**config.mk**
```make
export PLATFORM = sky130hd
export DESIGN_NAME = thrusted_body_euler_step
export DESIGN_NICKNAME = d
export VERILOG_FILES = /design/src/sv/tbes_pkg.sv /design/src/sv/tbes_mul.sv /design/src/sv/tbes_div.sv /design/src/sv/thrusted_body_euler_step.sv
export SDC_FILE = /design/constraint.sdc
export NUM_CORES = 2
export LEC_CHECK = 0
export BUFFER_PORTS_ARGS = -buffer_cell sky130_fd_sc_hd__buf_4
export CORE_ASPECT_RATIO = 1.2
export CORE_MARGIN = 2
export CORE_UTILIZATION = 55
export DETAILED_ROUTE_END_ITERATION = 10
export GPL_TIMING_DRIVEN = 1
export HOLD_SLACK_MARGIN = 0.15
export PLACE_DENSITY = 0.78
export SYNTH_ARGS = -nofsm -noshare
export SYNTH_HDL_FRONTEND = slang
export SYNTH_SLANG_ARGS = --single-unit
```
**constraint.sdc**
```tcl
create_clock -name clk -period 21.4 [get_ports clk]
set_input_delay 4.28 -clock clk [delete_from_list [all_inputs] [get_ports clk]]
set_output_delay 4.28 -clock clk [all_outputs]
set_load 0.02 [all_outputs]
```
**src/sv/tbes_pkg.sv**
```systemverilog
// ----------------------------------------------------------------------------
// tbes_pkg
// Types, constants and helper functions for the thrusted body Euler step.
// ----------------------------------------------------------------------------
`default_nettype none

package tbes_pkg;

  typedef struct packed {
    logic [15:0]        time_step;
    logic               firing;
    logic signed [15:0] dir_x;
    logic signed [15:0] dir_y;
  } cmd_t;

  typedef struct packed {
    logic signed [39:0] pos_x;
    logic signed [39:0] pos_y;
    logic signed [39:0] vel_x;
    logic signed [39:0] vel_y;
    logic [23:0]        propellant_left;
    logic               thrust_applied;
  } res_t;

  typedef enum logic [1:0] {
    REG_DRY_MASS,
    REG_START_PROP,
    REG_MAX_THRUST,
    REG_BURN_RATE
  } reg_idx_t;

  typedef enum logic [3:0] {
    ST_IDLE,
    ST_NUMX,
    ST_NUMY,
    ST_BURN,
    ST_DIVGO,
    ST_DIVWAIT,
    ST_SCLO,
    ST_SCHI,
    ST_SCACC,
    ST_OUT
  } st_t;

  localparam logic [23:0] DRY_MASS_RST   = 24'd38400;
  localparam logic [23:0] START_PROP_RST = 24'd12800;
  localparam logic [15:0] MAX_THRUST_RST = 16'd500;
  localparam logic [23:0] BURN_RATE_RST  = 24'd26;

  localparam int DIV_W     = 41;
  localparam int DIV_CNT_W = 6;
  localparam int MASS_W    = 25;
  localparam int NUM_W     = 31;

  localparam logic signed [42:0] S40_MAX = 43'sd549755813887;
  localparam logic signed [42:0] S40_MIN = -43'sd549755813888;

  function automatic logic [40:0] mag40(input logic signed [39:0] v);
    logic [39:0] m;
    m = v[39] ? 40'(-v) : 40'(v);
    return {1'b0, m};
  endfunction

  function automatic logic [16:0] mag16(input logic signed [15:0] v);
    logic signed [16:0] w;
    w = {v[15], v};
    return v[15] ? 17'(-w) : 17'(w);
  endfunction

  function automatic logic signed [39:0] sat40(input logic signed [42:0] v);
    logic signed [39:0] r;
    if (v > S40_MAX) begin
      r = S40_MAX[39:0];
    end else if (v < S40_MIN) begin
      r = S40_MIN[39:0];
    end else begin
      r = v[39:0];
    end
    return r;
  endfunction

endpackage

`default_nettype wire

```
**src/sv/tbes_mul.sv**
```systemverilog
// ----------------------------------------------------------------------------
// tbes_mul
// Shared 24x16 unsigned multiplier with a registered product.
// ----------------------------------------------------------------------------
`default_nettype none

module tbes_mul (
  input  wire logic        clk,
  input  wire logic [23:0] a,
  input  wire logic [15:0] b,
  output logic      [39:0] p
);

  always_ff @(posedge clk) begin
    p <= 40'(a) * 40'(b);
  end

endmodule

`default_nettype wire

```
**src/sv/tbes_div.sv**
```systemverilog
// ----------------------------------------------------------------------------
// tbes_div
// Restoring divider, one quotient bit per cycle, two lanes sharing a divisor.
// ----------------------------------------------------------------------------
`default_nettype none

module tbes_div (
  input  wire logic                              clk,
  input  wire logic                              rst,
  input  wire logic                              start,
  input  wire logic [tbes_pkg::DIV_W-1:0]        dividend_x,
  input  wire logic [tbes_pkg::DIV_W-1:0]        dividend_y,
  input  wire logic [tbes_pkg::MASS_W-1:0]       divisor,
  output logic                                   done,
  output logic      [tbes_pkg::DIV_W-1:0]        quot_x,
  output logic      [tbes_pkg::DIV_W-1:0]        quot_y
);

  localparam int DW = tbes_pkg::DIV_W;
  localparam int MW = tbes_pkg::MASS_W;

  logic                            busy;
  logic [tbes_pkg::DIV_CNT_W-1:0]  cnt;
  logic [DW-1:0]                   dvd_x;
  logic [DW-1:0]                   dvd_y;
  logic [MW-1:0]                   rem_x;
  logic [MW-1:0]                   rem_y;
  logic [MW:0]                     trial_x;
  logic [MW:0]                     trial_y;
  logic                            ge_x;
  logic                            ge_y;
  logic [MW-1:0]                   rem_x_next;
  logic [MW-1:0]                   rem_y_next;

  always_comb begin
    trial_x = {rem_x, dvd_x[DW-1]};
    trial_y = {rem_y, dvd_y[DW-1]};
    ge_x    = trial_x >= {1'b0, divisor};
    ge_y    = trial_y >= {1'b0, divisor};
    rem_x_next = ge_x ? MW'(trial_x - {1'b0, divisor}) : trial_x[MW-1:0];
    rem_y_next = ge_y ? MW'(trial_y - {1'b0, divisor}) : trial_y[MW-1:0];
  end

  always_ff @(posedge clk) begin
    if (rst) begin
      busy <= 1'b0;
      done <= 1'b0;
      cnt  <= '0;
    end else begin
      done <= 1'b0;
      if (start) begin
        busy <= 1'b1;
        cnt  <= tbes_pkg::DIV_CNT_W'(DW - 1);
      end else if (busy) begin
        cnt <= cnt - 1'b1;
        if (cnt == '0) begin
          busy <= 1'b0;
          done <= 1'b1;
        end
      end
    end
  end

  always_ff @(posedge clk) begin
    if (start) begin
      dvd_x <= dividend_x;
      dvd_y <= dividend_y;
      rem_x <= '0;
      rem_y <= '0;
    end else if (busy) begin
      dvd_x  <= {dvd_x[DW-2:0], 1'b0};
      dvd_y  <= {dvd_y[DW-2:0], 1'b0};
      rem_x  <= rem_x_next;
      rem_y  <= rem_y_next;
      quot_x <= {quot_x[DW-2:0], ge_x};
      quot_y <= {quot_y[DW-2:0], ge_y};
    end
  end

endmodule

`default_nettype wire

```
**src/sv/thrusted_body_euler_step.sv**
```systemverilog
// ----------------------------------------------------------------------------
// thrusted_body_euler_step
// One semi-implicit Euler step of a thrusted 2-D body per command.
// ----------------------------------------------------------------------------
// Channel  Dir  Handshake              Payload
// cmd      in   cmd_valid / cmd_ready  tbes_pkg::cmd_t
// res      out  res_valid / res_ready  tbes_pkg::res_t
// cfg      in   APB r/w, pready = 1    four registers at 4*index
//
// A thrusting tick runs the 41-step restoring divider plus eleven passes
// through the shared 24x16 multiplier; a coasting tick skips the divide and
// the burn. The result turns valid in the same cycle that cmd_ready rises.
// Reset loads register defaults, zero motion, propellant 12800.
// The result register holds a transaction until taken; the next command is
// accepted meanwhile, and a finished tick waits until that register frees.
// ----------------------------------------------------------------------------
`default_nettype none

module thrusted_body_euler_step (
  input  wire logic            clk,
  input  wire logic            rst,
  input  wire logic            cmd_valid,
  output logic                 cmd_ready,
  input  wire tbes_pkg::cmd_t  cmd,
  output logic                 res_valid,
  input  wire logic            res_ready,
  output tbes_pkg::res_t       res,
  input  wire logic            psel,
  input  wire logic            penable,
  input  wire logic            pwrite,
  input  wire logic [3:0]      paddr,
  input  wire logic [31:0]     pwdata,
  output logic [31:0]          prdata,
  output logic                 pready
);

  tbes_pkg::st_t state;
  tbes_pkg::st_t state_next;

  logic [23:0]        dry_mass;
  logic [23:0]        start_propellant;
  logic [15:0]        max_thrust;
  logic [23:0]        burn_rate;

  logic signed [39:0] position_x;
  logic signed [39:0] position_y;
  logic signed [39:0] velocity_x;
  logic signed [39:0] velocity_y;
  logic [23:0]        propellant;

  logic [15:0]        dt;
  logic               dx_neg;
  logic               dy_neg;
  logic [16:0]        dx_mag;
  logic [16:0]        dy_mag;
  logic               applied;
  logic [24:0]        mass;
  logic [30:0]        num_x;
  logic [30:0]        num_y;
  logic [40:0]        ax_mag;
  logic [40:0]        ay_mag;
  logic [1:0]         sel;
  logic [39:0]        acc_lo;

  logic [23:0]        mul_a;
  logic [15:0]        mul_b;
  logic [39:0]        mul_p;
  logic               div_start;
  logic               div_done;
  logic [40:0]        quot_x;
  logic [40:0]        quot_y;

  logic               cmd_fire;
  logic               cfg_we;
  logic [40:0]        op_mag;
  logic               op_neg;
  logic signed [39:0] op_tgt;
  logic [56:0]        scaled;
  logic signed [42:0] dv;
  logic signed [42:0] tgt_sum;
  logic signed [39:0] tgt_new;
  logic [23:0]        burned;
  logic               res_free;

  tbes_mul u_mul (
    .clk (clk),
    .a   (mul_a),
    .b   (mul_b),
    .p   (mul_p)
  );

  tbes_div u_div (
    .clk        (clk),
    .rst        (rst),
    .start      (div_start),
    .dividend_x ({num_x, 10'b0}),
    .dividend_y ({num_y, 10'b0}),
    .divisor    (mass),
    .done       (div_done),
    .quot_x     (quot_x),
    .quot_y     (quot_y)
  );

  assign pready    = 1'b1;
  assign cfg_we    = psel & penable & pwrite;
  assign cmd_ready = (state == tbes_pkg::ST_IDLE);
  assign cmd_fire  = cmd_valid & cmd_ready;
  assign res_free  = !res_valid || res_ready;

  always_comb begin
    unique case (tbes_pkg::reg_idx_t'(paddr[3:2]))
      tbes_pkg::REG_DRY_MASS:   prdata = {8'b0, dry_mass};
      tbes_pkg::REG_START_PROP: prdata = {8'b0, start_propellant};
      tbes_pkg::REG_MAX_THRUST: prdata = {16'b0, max_thrust};
      tbes_pkg::REG_BURN_RATE:  prdata = {8'b0, burn_rate};
      default:                  prdata = '0;
    endcase
  end

  always_comb begin
    case (sel)
      2'd0:    begin op_mag = ax_mag; op_neg = dx_neg; op_tgt = velocity_x; end
      2'd1:    begin op_mag = ay_mag; op_neg = dy_neg; op_tgt = velocity_y; end
      2'd2:    begin
        op_mag = tbes_pkg::mag40(velocity_x); op_neg = velocity_x[39]; op_tgt = position_x;
      end
      default: begin
        op_mag = tbes_pkg::mag40(velocity_y); op_neg = velocity_y[39]; op_tgt = position_y;
      end
    endcase
    scaled  = 57'(acc_lo) + {mul_p[32:0], 24'b0};
    dv      = op_neg ? -$signed({2'b0, scaled[56:16]}) : $signed({2'b0, scaled[56:16]});
    tgt_sum = {{3{op_tgt[39]}}, op_tgt} + dv;
    tgt_new = tbes_pkg::sat40(tgt_sum);
    burned  = mul_p[39:16];
  end

  always_comb begin
    state_next = state;
    mul_a      = '0;
    mul_b      = dt;
    div_start  = 1'b0;
    unique case (state)
      tbes_pkg::ST_IDLE: begin
        if (cmd_fire) begin
          state_next = (cmd.firing && propellant != '0) ? tbes_pkg::ST_NUMX
                                                        : tbes_pkg::ST_SCLO;
        end
      end
      tbes_pkg::ST_NUMX: begin
        mul_a      = {7'b0, dx_mag};
        mul_b      = max_thrust;
        state_next = tbes_pkg::ST_NUMY;
      end
      tbes_pkg::ST_NUMY: begin
        mul_a      = {7'b0, dy_mag};
        mul_b      = max_thrust;
        state_next = tbes_pkg::ST_BURN;
      end
      tbes_pkg::ST_BURN: begin
        mul_a      = burn_rate;
        state_next = tbes_pkg::ST_DIVGO;
      end
      tbes_pkg::ST_DIVGO: begin
        div_start  = 1'b1;
        state_next = tbes_pkg::ST_DIVWAIT;
      end
      tbes_pkg::ST_DIVWAIT: begin
        if (div_done) begin
          state_next = tbes_pkg::ST_SCLO;
        end
      end
      tbes_pkg::ST_SCLO: begin
        mul_a      = op_mag[23:0];
        state_next = tbes_pkg::ST_SCHI;
      end
      tbes_pkg::ST_SCHI: begin
        mul_a      = {7'b0, op_mag[40:24]};
        state_next = tbes_pkg::ST_SCACC;
      end
      tbes_pkg::ST_SCACC: begin
        state_next = (sel == 2'd3) ? tbes_pkg::ST_OUT : tbes_pkg::ST_SCLO;
      end
      tbes_pkg::ST_OUT: begin
        if (res_free) begin
          state_next = tbes_pkg::ST_IDLE;
        end
      end
      default: state_next = tbes_pkg::ST_IDLE;
    endcase
  end

  always_ff @(posedge clk) begin
    if (rst) begin
      state <= tbes_pkg::ST_IDLE;
    end else begin
      state <= state_next;
    end
  end

  always_ff @(posedge clk) begin
    if (rst) begin
      dry_mass         <= tbes_pkg::DRY_MASS_RST;
      start_propellant <= tbes_pkg::START_PROP_RST;
      max_thrust       <= tbes_pkg::MAX_THRUST_RST;
      burn_rate        <= tbes_pkg::BURN_RATE_RST;
      propellant       <= tbes_pkg::START_PROP_RST;
      position_x       <= '0;
      position_y       <= '0;
      velocity_x       <= '0;
      velocity_y       <= '0;
      res_valid        <= 1'b0;
    end else begin
      if (cfg_we) begin
        unique case (tbes_pkg::reg_idx_t'(paddr[3:2]))
          tbes_pkg::REG_DRY_MASS:   dry_mass <= pwdata[23:0];
          tbes_pkg::REG_START_PROP: begin
            start_propellant <= pwdata[23:0];
            propellant       <= pwdata[23:0];
          end
          tbes_pkg::REG_MAX_THRUST: max_thrust <= pwdata[15:0];
          tbes_pkg::REG_BURN_RATE:  burn_rate <= pwdata[23:0];
          default: ;
        endcase
      end
      if (state == tbes_pkg::ST_DIVGO) begin
        propellant <= (propellant > burned) ? propellant - burned : '0;
      end
      if (state == tbes_pkg::ST_SCACC) begin
        case (sel)
          2'd0:    velocity_x <= tgt_new;
          2'd1:    velocity_y <= tgt_new;
          2'd2:    position_x <= tgt_new;
          default: position_y <= tgt_new;
        endcase
      end
      if (state == tbes_pkg::ST_OUT && res_free) begin
        res_valid <= 1'b1;
      end else if (res_ready) begin
        res_valid <= 1'b0;
      end
    end
  end

  always_ff @(posedge clk) begin
    if (cmd_fire) begin
      dt      <= cmd.time_step;
      dx_neg  <= cmd.dir_x[15];
      dy_neg  <= cmd.dir_y[15];
      dx_mag  <= tbes_pkg::mag16(cmd.dir_x);
      dy_mag  <= tbes_pkg::mag16(cmd.dir_y);
      applied <= cmd.firing && propellant != '0;
      mass    <= 25'(dry_mass) + 25'(propellant);
      ax_mag  <= '0;
      ay_mag  <= '0;
      sel     <= '0;
    end
    if (state == tbes_pkg::ST_NUMY) begin
      num_x <= mul_p[30:0];
    end
    if (state == tbes_pkg::ST_BURN) begin
      num_y <= mul_p[30:0];
    end
    if (state == tbes_pkg::ST_DIVWAIT && div_done) begin
      ax_mag <= quot_x;
      ay_mag <= quot_y;
    end
    if (state == tbes_pkg::ST_SCHI) begin
      acc_lo <= mul_p;
    end
    if (state == tbes_pkg::ST_SCACC) begin
      sel <= sel + 2'd1;
    end
    if (state == tbes_pkg::ST_OUT && res_free) begin
      res.pos_x           <= position_x;
      res.pos_y           <= position_y;
      res.vel_x           <= velocity_x;
      res.vel_y           <= velocity_y;
      res.propellant_left <= propellant;
      res.thrust_applied  <= applied;
    end
  end

endmodule

`default_nettype wire

```
==> impl_metrics.json <==
{
  "violations": "max-slew violations",
  "synthCells": 5834,
  "core-area_sq_um": 106000,
  "hold_viol_final": 0,
  "maxSlewHeadroom": -0.0215,
  "cts_tree": "yes",
  "start_util": 0.553,
  "worst_slew_pin_slew_ns": 1.53,
  "hold_slack_ns": 0.441,
  "period_needed_ns": 11.82,
  "via_count": 47000,
  "synthArstFlopShare": 0,
  "wl_per_cell_microns": 25.0,
  "place_congestion": 1.04,
  "cts_made_buffers": 95,
  "period_share": 0.552,
  "synthAdderAreaFrac": 0.166,
  "cts_max_level": 3,
  "synth_mux_area_frac": 0.0264,
  "fp.dieH_microns": 362,
  "ys_top_cells_by_area": "edfxtp_1 (30%), dfxtp_1 (13%), fa_1 (11%)",
  "fp.dieArea_sq_um": 109000,
  "cp.arrival_ns": 12.39,
  "gr-total-overflow": 0,
  "stdcell_area_sq_um": 65600,
  "p_leak_nw": 26.9,
  "layout.nets": 6706,
  "place_area_sq_um": 62100,
  "crit_path_end_kind": "flip-flop",
  "setup-tns-final_ns": 0,
  "p_per_area_nw_per_um2": 180,
  "synth.avg_cell_area_sq_um": 10.0,
  "status": "finished, violations left",
  "grt_pass1_wl_microns": 278000,
  "fp-row-count": 131,
  "pre_cts_ws_ns": 9.86,
  "synth_compound_area_frac": 0.146,
  "clk_pin_slew_worst_paths_ns": 0.07,
  "grt_pass1_vias": 45800,
  "rrSetupSlack_ns": 9.58,
  "drtIter0Drc": 5008,
  "worstPathRequired_ns": 21.96,
  "cts_root_buf": "clkbuf_16",
  "cpMostUsedCell": "fa_1",
  "slew_viol_final": 1,
  "setup_ws_ns": 9.58,
  "syn_to_final_growth_pct": 12.0,
  "rsz0062_at_grt": "false",
  "synth_ff_type": "edfxtp_1",
  "syn_area_sq_um": 58600,
  "drtPass1Iterations": 8,
  "viasPerCell": 6.26,
  "instances_no_fill": 7509,
  "ys_seq_area_frac": 0.424,
  "crit_type": "reg2reg",
  "drc": 0,
  "drv_cap": 0,
  "ys_ff_latch": 952,
  "die_x_microns": 302,
  "dp_hpwl_microns": 139000,
  "clockBufferDepth": 3,
  "post_cts_buffers": 0,
  "yosys.area_share.simple": 0.137,
  "yosysUniqueCellTypes": 94,
  "fin_worst_skew_ns": 0.0620,
  "fmax_ghz": 0.0846,
  "min_path_type": "reg2reg",
  "drtAntennaViolNets": 0,
  "irDropWorstVdd_mv": 0.272,
  "postCtsResizedCells": 0,
  "cp_max_fo": 9,
  "placed_cells": 7321,
  "drive_gt1_frac": 0.110,
  "grt_max_degree": 157,
  "yosysTopAreaCell": "edfxtp_1",
  "layout_common_cells": "nand2_1 (820), edfxtp_1 (577), inv_1 (502), nor2_1 (464)",
  "insertion_delay_ns": 0.72,
  "io_pins": 312,
  "synth_xor_area_frac": 0.0461,
  "final_common_cell": "nand2_1",
  "synth_warnings": 0,
  "slowest_stage": "nor4_1",
  "port_buffers": 292,
  "ctsHoldBuffers": 0,
  "synth_top_area_frac": 0.296,
  "path_buf_inv": 3,
  "drt_wl_total_microns": 188000,
  "synth_top_family_by_area": "adder cells",
  "clock-sinks": 952,
  "track_usage": 0.340,
  "cp_top_family": "simple AND/OR/NAND/NOR gates",
  "antenna_found_initial": 15,
  "synth-edff-count": 577,
  "start_kind": "flip-flop",
  "cpPeakStageDelay_ns": 0.64,
  "setup_viol": 0
}
## sequential cells by signal (all words and copies together), names as in the netlist, 41 cells and up
register	flops
ax_mag	41
ay_mag	41
u_div.quot_y	41
u_div.quot_x	41
res	185
## where the power goes
part,switching [mW],internal (mW)
logic,4.69,2.64
clock network,0.761,1.05
registers,0.245,2.41
## path summary, 6_finish.rpt
check | start | end | cells past startpoint
worst max-delay path | velocity_y[3]$_SDFFE_PP0P_ | u_mul.p[39]$_DFF_P_ | 32
worst min-delay path | position_y[15]$_SDFFE_PP0P_ | res[120]$_DFFE_PP_ | 0
worst max register to register | velocity_y[3]$_SDFFE_PP0P_ | u_mul.p[39]$_DFF_P_ | 32
worst min register to register | position_y[15]$_SDFFE_PP0P_ | res[120]$_DFFE_PP_ | 0
## final cells by class
type / instances / area [sq um]
multi-input combinational: 4090 / 30800
tap: 1396 / 1750
clock buffer: 128 / 2720
inverter: 506 / 1900
sequential: 952 / 24800
antenna: 8 / 20.0
fill: 8488 / 40400
timing repair buffer: 377 / 2850
clock inverter: 52 / 747
## metal layers
layer  vias up  part of all wire  global-route usage
met5         -           0.00073                   0
met4        14             0.064               0.186
met3       604              0.12               0.104
met2      2646              0.44               0.516
met1     22900              0.38               0.434
li1      20800                 -                   -
## cells in the mapped netlist, types with 17 or more instances
cell,number
o21bai_1,31
xnor2_1,204
nor3_1,63
nand4_1,31
nor4_1,24
mux2_2,30
nor2b_1,41
nand2_1,821
mux2i_1,77
buf_1,19
o21ai_1,32
a211oi_1,88
nor2_1,467
a21oi_1,308
a311oi_2,18
a221oi_1,67
clkbuf_1,233
a31oi_1,30
xor2_1,103
and2_1,120
and3_1,34
ha_1,280
inv_1,505
nand3b_1,19
o21ai_0,206
edfxtp_1,577
or4_1,17
nand2b_1,39
nand3_1,59
or3_1,26
o211ai_1,23
a221o_1,19
fa_1,312
a311oi_1,52
buf_2,22
o41ai_1,18
dfxtp_1,375
o31ai_1,39
o21a_1,20
a21o_1,74
o22ai_1,29
a21boi_0,33
a222oi_1,40
## through the flow
step           power, mW   util
2_1_floorplan       7.85      -
3_3_place_gp        9.73  0.586
3_5_place_dp        9.87  0.586
4_1_cts             11.7  0.619
5_1_grt             12.7  0.619
6_report            11.8  0.619
## cells by family (layout without fill, tap and decap cells)
group / Yosys count / after routing
and+or+nand+nor: 1805 / 1805
AOI/OAI and AO/OA: 1244 / 1244
DFF: 952 / 952
buffers and inverters: 801 / 1063
adders and majority gates: 592 / 592
xor gates and xnor gates: 308 / 308
muxes: 130 / 130
other: 2 / 19
Power figures use the tool's default switching activity.
